## config.mk

```make
export PLATFORM = sky130hd
export DESIGN_NAME = segi_fifo
export DESIGN_NICKNAME = d
export VERILOG_FILES = /design/src/segi_pkg.sv /design/src/segi_fifo.sv
export SDC_FILE = /design/constraint.sdc
export NUM_CORES = 1
export LEC_CHECK = 0
export ABC_AREA = 1
export BUFFER_PORTS_ARGS = -buffer_cell sky130_fd_sc_hd__clkbuf_2
export CORE_ASPECT_RATIO = 0.7
export CORE_MARGIN = 4
export CORE_UTILIZATION = 63
export CTS_CLUSTER_SIZE = 24
export DETAILED_ROUTE_END_ITERATION = 8
export PLACE_DENSITY = 0.83
export SLEW_MARGIN = 10
export SYNTH_ARGS = -nofsm -noshare
export SYNTH_HDL_FRONTEND = slang
export SYNTH_SLANG_ARGS = --single-unit
```

## constraint.sdc

```tcl
create_clock -name i_clk -period 2.41 [get_ports i_clk]
set_input_delay 0.3615 -clock i_clk [delete_from_list [all_inputs] [get_ports i_clk]]
set_output_delay 0.3615 -clock i_clk [all_outputs]
set_load 0.02 [all_outputs]
```

## src/segi_pkg.sv

```systemverilog
// shared constants and codes for the segment intersection block
`timescale 1ns / 1ps
package segi_pkg;
    localparam int COORD_BITS    = 24;
    localparam int QUEUE_DEPTH   = 8;
    localparam int APB_ADDR_BITS = 3;
    localparam int APB_DATA_BITS = 32;

    typedef enum logic [0:0] {
        REG_BOUND_FIRST_SEGMENT = 1'b0
    } t_reg_index;
endpackage

```

## src/segi_fifo.sv

```systemverilog
// short queue between the front end and the back end
`timescale 1ns / 1ps
module segi_fifo #(
    parameter int P_WIDTH = 8,
    parameter int P_DEPTH = 8
) (
    input  logic                             i_clk,
    input  logic                             i_rst_n,
    input  logic                             i_push,
    input  logic [P_WIDTH-1:0]               i_data,
    input  logic                             i_pop,
    output logic [P_WIDTH-1:0]               o_data,
    output logic                             o_nonempty,
    output logic [$clog2(P_DEPTH+1)-1:0]     o_level
);
    import segi_pkg::*;

    localparam int AW = $clog2(P_DEPTH);
    localparam int LW = $clog2(P_DEPTH + 1);

    logic [P_WIDTH-1:0] r_mem [P_DEPTH];
    logic [AW-1:0]      r_wr_ptr, r_rd_ptr;
    logic [LW-1:0]      r_level;

    always_ff @(posedge i_clk) begin
        if (!i_rst_n) begin
            r_wr_ptr <= '0;
            r_rd_ptr <= '0;
            r_level  <= '0;
        end else begin
            if (i_push) begin
                r_wr_ptr <= (r_wr_ptr == AW'(P_DEPTH - 1)) ? '0 : r_wr_ptr + 1'b1;
            end
            if (i_pop) begin
                r_rd_ptr <= (r_rd_ptr == AW'(P_DEPTH - 1)) ? '0 : r_rd_ptr + 1'b1;
            end
            if (i_push && !i_pop) begin
                r_level <= r_level + 1'b1;
            end else if (!i_push && i_pop) begin
                r_level <= r_level - 1'b1;
            end
        end
    end

    always_ff @(posedge i_clk) begin
        if (i_push) begin
            r_mem[r_wr_ptr] <= i_data;
        end
    end

    assign o_data     = r_mem[r_rd_ptr];
    assign o_nonempty = (r_level != '0);
    assign o_level    = r_level;
endmodule

```

* Word level (Yosys, flattened, before mapping)
Memory sizes are Yosys's and may differ from the RTL's. A register that Yosys moved wholly into a read port is not among the register bits.
Index checks and enable logic that the tools add are counted.
** Storage, ports and cells
- Flip-flop bits (word level) :: 10
- RAM bits :: 64
- Input port bits :: 12
- Output and inout port bits :: 13
- Logic and storage cells :: 24
- Memories :: 1
** Memory list
- r_mem :: words 8, bits a word 8, read ports 1, clocked after Yosys merged registers in 1, write ports 1, line segi_fifo.sv:21 : logic [P_WIDTH-1:0] r_mem [P_DEPTH];
** Operators by class
- Add/sub/neg operators :: 4
- Equal/unequal tests :: 2
- Multiplexer cells :: 8
- Reduce and logical (&&, ||, !) cells :: 6
** Operators by type and width (count)
- two-way mux 3 bit :: 4
- two-way mux 4 bit :: 2
- adder 3 x 1 -> 3 bit (second input constant) :: 2
- equality test 3 bit (second input constant) :: 2
- adder 4 x 1 -> 4 bit (second input constant) :: 1
- nonzero test 4 bit :: 1
- subtractor 4 x 1 -> 4 bit (second input constant) :: 1
- logical AND 1 bit :: 2
- zero test 1 bit :: 2
- two-way mux 1 bit :: 2
- nonzero test 2 bit :: 1

* Longest topological paths before layout
Gate-level depths: netlist (run 1).
- Word-level depth :: 4
- Mapped depth :: 11
- Mapped depth without buffers :: 11

* Least setup slack after synthesis (run 1)
OpenSTA, ideal clock, no wires.
- Kind :: input -> register
- Start :: input i_pop
- End :: register r_level[3], in the netlist o_level[3]
- Arrival time :: 1474 ps
- Required time :: 2301 ps
- Slack :: 828 ps
- Cell stages on the path :: 9
- Path buffers :: 0
- Path through :: inv_1 ha_1 inv_1 ha_1 or2_2 nand3_1 nand3_1 nand2_1 inv_1
** Between the ends
- Cells in the longest elaborated chain, start to end :: 3
- Elaborated cells on any way between the ends :: 5
- Classes of those cells :: 1 x mux; 4 x reduce/logical
** RTL lines
- start, declared :: line segi_fifo.sv:11 : input logic i_pop,
- zero test 1 bit :: line segi_fifo.sv:37 : if (i_push && !i_pop) begin
- logical AND 1 bit :: line segi_fifo.sv:37
- two-way mux 4 bit or nonzero test 2 bit (tied branches)
- end signal, assigned :: line segi_fifo.sv:38 : r_level <= r_level + 1'b1;
- end signal, assigned :: line segi_fifo.sv:40 : r_level <= r_level - 1'b1;
- end, declared :: line segi_fifo.sv:23 : logic [LW-1:0] r_level;
Parallel ways exist; a longest one is shown, timed or not.
A chain may end at the register's enable or synchronous reset.

==> results_dict.tcl, run 1 <==
set metrics [dict create \
    outcome "finished clean" \
    yosys_warnings 0 \
    path_delay_family "flip-flops" \
    synth.distinct_cells 18 \
    clkSinkCount 77 \
    avgSynthCellArea_um2 10.68 \
    cts.htree.levels 3 \
    syn_area_um2 3246 \
    ant_nets 0 \
    cp_slowest_stage_delay_ns 0.57 \
    syn_to_final_growth_pct 12.72 \
    nNetsFinal 359 \
    final-setup-viol-count 0 \
    die_area_um2 6382 \
    r2r_setup_slack_ns 1.03 \
    drv_slew 0 \
    core-area_um2 4887 \
    p_clk_share_pct 34.6 \
    path_clk_slew_ns 0.07 \
    vias 2162 \
    synth-edff-count 64 \
    via_per_inst 5.235 \
    seqCellArea_um2 2182 \
    critPathRequiredTime_ns 2.05 \
    tns_ns 0 \
    dp_hpwl_um 4064 \
    gp_congestion 0.7982 \
    die_h_um 68.05 \
    layout-drive-gt1-share_pct 15.12 \
    grt_pass1_vias 2043 \
    initial_core_util_pct 66.41 \
    cts_tree "yes" \
    row_count 21 \
    cts_buffers 9 \
    grt_start_max_net_pins 33 \
    cts_hold_buf 0 \
    drcViolationCount 0 \
    grt_antenna_before_repair 0 \
    grt_pass1_wl_um 10040 \
    insertion_delay_ns 0.34 \
    intPower_mw 2.196 \
    cap_viol_max_count 0 \
    ys_top_cells_by_area "edfxtp_1, nor2_1, dfxtp_1" \
    hold_violations 0 \
    multi_input_area_um2 893.4 \
    boundaryPins 25 \
    crit_arrival_ns 1.79 \
    overflow 0 \
    clock_skew_ns 0.007761 \
    rsz0062_at_grt "no" \
    path_max_fanout 26 \
    synth_seq_cells 77 \
    pwr-share-comb_pct 13.0 \
    ys.flop_type "edfxtp_1" \
    max-slew-margin-rel_pct 72.44 \
    peakVddDrop_mv 0.5349 \
    grt_use_total_pct 21.88 \
    port_buffers 24 \
    powerDensity_nw_per_um2 793.8 \
    clock_path_buffers 2 \
    first_pass_iters 5 \
    die_w_um 93.79 \
    min_period_ns 2.153 \
    synth_common_cells "nor2_1, edfxtp_1, nand2_1" \
    antenna_cells 0 \
    root_buffer "clkbuf_8" \
    path_class "reg -> out" \
    place_worst_setup_slack_ns 0.5238 \
    yosys.area.top_type "edfxtp_1" \
    drt-initial-drc-count 219 \
    fill_cells 329 \
    leakagePower_nw 1.480 \
    async_flop_share_pct 0 \
    hp-class "in -> reg" \
    netSwitchingFraction_pct 24.39 \
    p_sw_mw 0.7083 \
    synthesis.nets 324 \
    path_cells "buf_12 -> nor2_1 -> nor2_1 -> o21ai_1 -> nand2_1 -> nand2_1 -> nand2_1 -> clkbuf_2" \
    critPathBufInv 2 \
    tightest_slew_ns 0.4129 \
    synthCells 304 \
    drt_wl_total_um 6306 \
    fin_ws_ns 0.2567 \
    cpMostUsedCell "nand2_1" \
    ys_seq_area_share_pct 67.23 \
    fin_hold_ws_ns 0.2914 \
    fin_crit_sh_pct 89.35 \
    cts_resized 0 \
    fmax_ghz 0.4644 \
    worst_setup_path_end_kind "output pin" \
    postCtsSetupBuffers 0 \
    wl_per_cell_um 15.27 \
    start_kind "flip-flop" \
    synth_most_common_cell "nor2_1" \
    yosysTopAreaCellShare_pct 59.21 \
    crit_slowest_cell "dfxtp_1" \
    p_seq_share_pct 52.4 \
]
==> path summary, 6_finish.rpt <==
check,from,to,depth (start not counted)
setup / recovery,flip-flop,o_data[2],8
hold / removal,i_pop,r_rd_ptr[0],2
setup reg to reg,o_level[2],o_level[3],7
hold reg to reg,r_wr_ptr[0],r_wr_ptr[0],2
==> cell type report <==
cell class	instances	area share, %
tap	69	2.360
sequential	77	59.64
clock buffer	11	3.591
clock inverter	5	2.120
multi-input combinational	198	24.42
timing repair buffer	35	5.882
inverter	18	1.984
==> cells by family (layout without fill, tap and decap cells) <==
logic type,count (synthesis),in the layout,synth area share [%]
DFF,77,77,67.23
and+or+nand+nor,144,144,16.92
buffers and inverters,29,69,5.242
AOI/OAI and AO/OA,45,45,7.016
xor gates and xnor gates,1,1,0.2699
adders and majority gates,8,8,3.315
==> sequential cells by signal, indices dropped and copies added (netlist names), named ones only <==
name	count
r_rd_ptr	3
r_mem	64
o_level	4
r_wr_ptr	3
==> layer usage <==
metal  vias to the layer above  GRT usage (%)  wire length, um
li1                       1083              -                -
met1                      1001          29.02             2797
met2                        73          34.75             3002
met3                         5          6.813              466
met4                         0          7.568               40
met5                         -              0                0
==> power groups by stage <==
stage	Clock [mW]	Sequential, mW	Combinational (mW)
after floorplan	0	1.55	0.257
after global placement	0	1.55	0.360
after detailed placement	0	1.55	0.374
after CTS	1.02	1.52	0.377
after global routing	1.08	1.53	0.425
final	1.00	1.52	0.378
==> through the flow <==
stage          utilization [%]  total power [mW]  instance area (um2)  instances
2_1_floorplan                -             1.808                 3246        304
3_3_place_gp             70.58             1.909                 3450        397
3_5_place_dp             70.58             1.925                 3450        397
4_1_cts                  74.86             2.920                 3659        413
5_1_grt                  74.86             3.036                 3659        413
6_report                 74.86             2.904                 3659        413
==> layout by cell type (no fill, tap or decap), types with 2 or more instances in the layout <==
master	Yosys	routed
o21ai_1	30	30
inv_4	2	2
dfxtp_1	13	13
nand3_1	5	5
clkbuf_2	0	24
edfxtp_1	64	64
a21oi_1	7	7
o21ai_0	7	7
nor2_1	80	80
bufinv_16	0	2
clkinv_2	0	2
clkbuf_1	0	2
buf_4	2	10
clkbuf_8	0	9
inv_1	16	16
ha_1	7	7
nand2_1	58	58
Note: power is estimated with default switching activity, not from simulation.
==> run 2: changes to the inputs <==
--- a/config.mk
+++ b/config.mk
@@ -9,10 +9,10 @@
 export BUFFER_PORTS_ARGS = -buffer_cell sky130_fd_sc_hd__clkbuf_2
 export CORE_ASPECT_RATIO = 0.7
 export CORE_MARGIN = 4
-export CORE_UTILIZATION = 63
+export CORE_UTILIZATION = 45
 export CTS_CLUSTER_SIZE = 24
 export DETAILED_ROUTE_END_ITERATION = 8
-export PLACE_DENSITY = 0.83
+export PLACE_DENSITY = 0.63
 export SLEW_MARGIN = 10
 export SYNTH_ARGS = -nofsm -noshare
 export SYNTH_HDL_FRONTEND = slang
==> run 2 against run 1 <==
Core utilization down 21 points. Total power up 0.46%. Largest power group unchanged. Combinational power down 2%. Setup slack better by 0.15 ns. Sequential share of layout area down 0.51 points. Global-route usage down 6.0 points. Flip-flop and latch count unchanged.
==> results_dict.tcl, run 2 (synthesis results as in run 1) <==
set metrics [dict create \
    outcome "finished clean" \
    critPathRequiredTime_ns 2.05 \
    boundaryPins 25 \
    worst_setup_path_end_kind "output pin" \
    path_max_fanout 32 \
    grt_antenna_before_repair 0 \
    critPathBufInv 3 \
    final_cell_mix "nor2_1, edfxtp_1, nand2_1" \
    row_count 25 \
    hold_violations 0 \
    die_w_um 109.5 \
    p_sw_mw 0.7275 \
    largest_register "r_mem" \
    cts_tree "yes" \
    rsz0062_at_grt "no" \
    min_period_ns 2.008 \
    pwr-share-comb_pct 12.7 \
    r2r_setup_slack_ns 1.07 \
    p_clk_share_pct 35.4 \
    leakagePower_nw 1.483 \
    p_seq_share_pct 51.9 \
    nNetsFinal 360 \
    wl_per_cell_um 14.24 \
    intPower_mw 2.190 \
    cap_viol_max_count 0 \
    final_common_cell "nor2_1" \
    path_cells "buf_4 -> inv_4 -> o21ai_1 -> nand2_1 -> nand2_1 -> nand2_1 -> clkbuf_2" \
    die_h_um 79.06 \
    dp_hpwl_um 4017 \
    fin_ws_ns 0.4021 \
    vias 2084 \
    largest_reg_flops 64 \
    grt_use_total_pct 15.88 \
    postCtsSetupBuffers 0 \
    grt_pass1_vias 1861 \
    core-area_um2 6882 \
    gp_congestion 0.7683 \
    crit_slowest_cell "dfxtp_1" \
    tightest_slew_ns 0.3296 \
    drt_wl_total_um 6253 \
    clock_path_buffers 2 \
    cp_slowest_stage_delay_ns 0.33 \
    max-slew-margin-rel_pct 78.03 \
    antenna_cells 0 \
    ant_nets 0 \
    clock_skew_ns 0.01210 \
    fin_hold_ws_ns 0.2685 \
    cts.htree.levels 3 \
    port_buffers 24 \
    crit_arrival_ns 1.65 \
    netSwitchingFraction_pct 24.94 \
    first_pass_iters 4 \
    drcViolationCount 0 \
    insertion_delay_ns 0.34 \
    clkSinkCount 77 \
    path_clk_slew_ns 0.08 \
    die_area_um2 8657 \
    dpl_cell_area_um2 3476 \
    tns_ns 0 \
    hp-class "in -> reg" \
    powerDensity_nw_per_um2 790.6 \
    via_per_inst 4.747 \
    p_total_mw 2.917 \
    design_area_um2 3690 \
    drt-initial-drc-count 100 \
    cts_hold_buf 0 \
    grt_pass1_wl_um 9887 \
    fmax_ghz 0.4980 \
    place_worst_setup_slack_ns 0.5645 \
    cpMostUsedCell "nand2_1" \
    cts_buffers 9 \
    cts_resized 0 \
    layout-drive-gt1-share_pct 15.94 \
    path_class "reg -> out" \
    peakVddDrop_mv 0.3900 \
    syn_to_final_growth_pct 13.69 \
    grt_start_max_net_pins 33 \
    fin_crit_sh_pct 83.31 \
    overflow 0 \
    initial_core_util_pct 47.16 \
    root_buffer "clkbuf_8" \
    start_kind "flip-flop" \
    drv_slew 0 \
    fill_cells 638 \
    path_delay_family "buffers and inverters" \
    final-setup-viol-count 0 \
]
-- run 2: changes by cell type in the layout (fill, tap and decap cells not counted), sizes merged --
cell,previous run,this run
buf,11,12
clkbuf,35,33
clkinv,2,3
clkinvlp,1,2
-- run 2: power groups by stage --
stage,logic (mW),clock network [mW],registers (mW)
finish,0.371,1.03,1.51
global route,0.421,1.13,1.52
CTS,0.376,1.07,1.51
detailed placement,0.375,0,1.54
global placement,0.372,0,1.54
floorplan,0.257,0,1.55
-- run 2: metal layers --
layer,global-route usage (%),share of wire [%],up-vias
li1,-,-,1085
met3,5.443,5.2,8
met5,0,0,-
met4,5.230,1.2,0
met1,23.06,51,954
met2,22.23,43,37
-- run 2: final timing paths --
kind,from,to,cells past startpoint
worst max-delay path,flip-flop,o_data[0],7
worst min-delay path,i_pop,flip-flop,2
worst max register to register,o_level[2],o_level[3],6
worst min register to register,r_rd_ptr[1],r_rd_ptr[1],2
-- run 2: metrics by stage --
| step | util [%] | cells |
|---|---|---|
| floorplan | - | 304 |
| global placement | 50.51 | 423 |
| detailed placement | 50.51 | 423 |
| CTS | 53.62 | 439 |
| global route | 53.62 | 439 |
| finish | 53.62 | 439 |
-- run 2: area by class of cell --
cell class / instances / area, um2 / area share (%)
sequential: 77 / 2182 / 59.14
tap: 94 / 117.6 / 3.188
clock inverter: 7 / 90.09 / 2.442
clock buffer: 9 / 123.9 / 3.357
multi-input combinational: 198 / 893.4 / 24.21
timing repair buffer: 36 / 210.2 / 5.697
inverter: 18 / 72.57 / 1.967
-- run 2: worst reg2reg max path, stage by stage, from the launching register on --
cell     delay, ns
dfxtp_1       0.35
ha_1          0.33
or2_2         0.31
nand3_1       0.09
nand3_1       0.08
nand2_1       0.06
inv_1         0.03
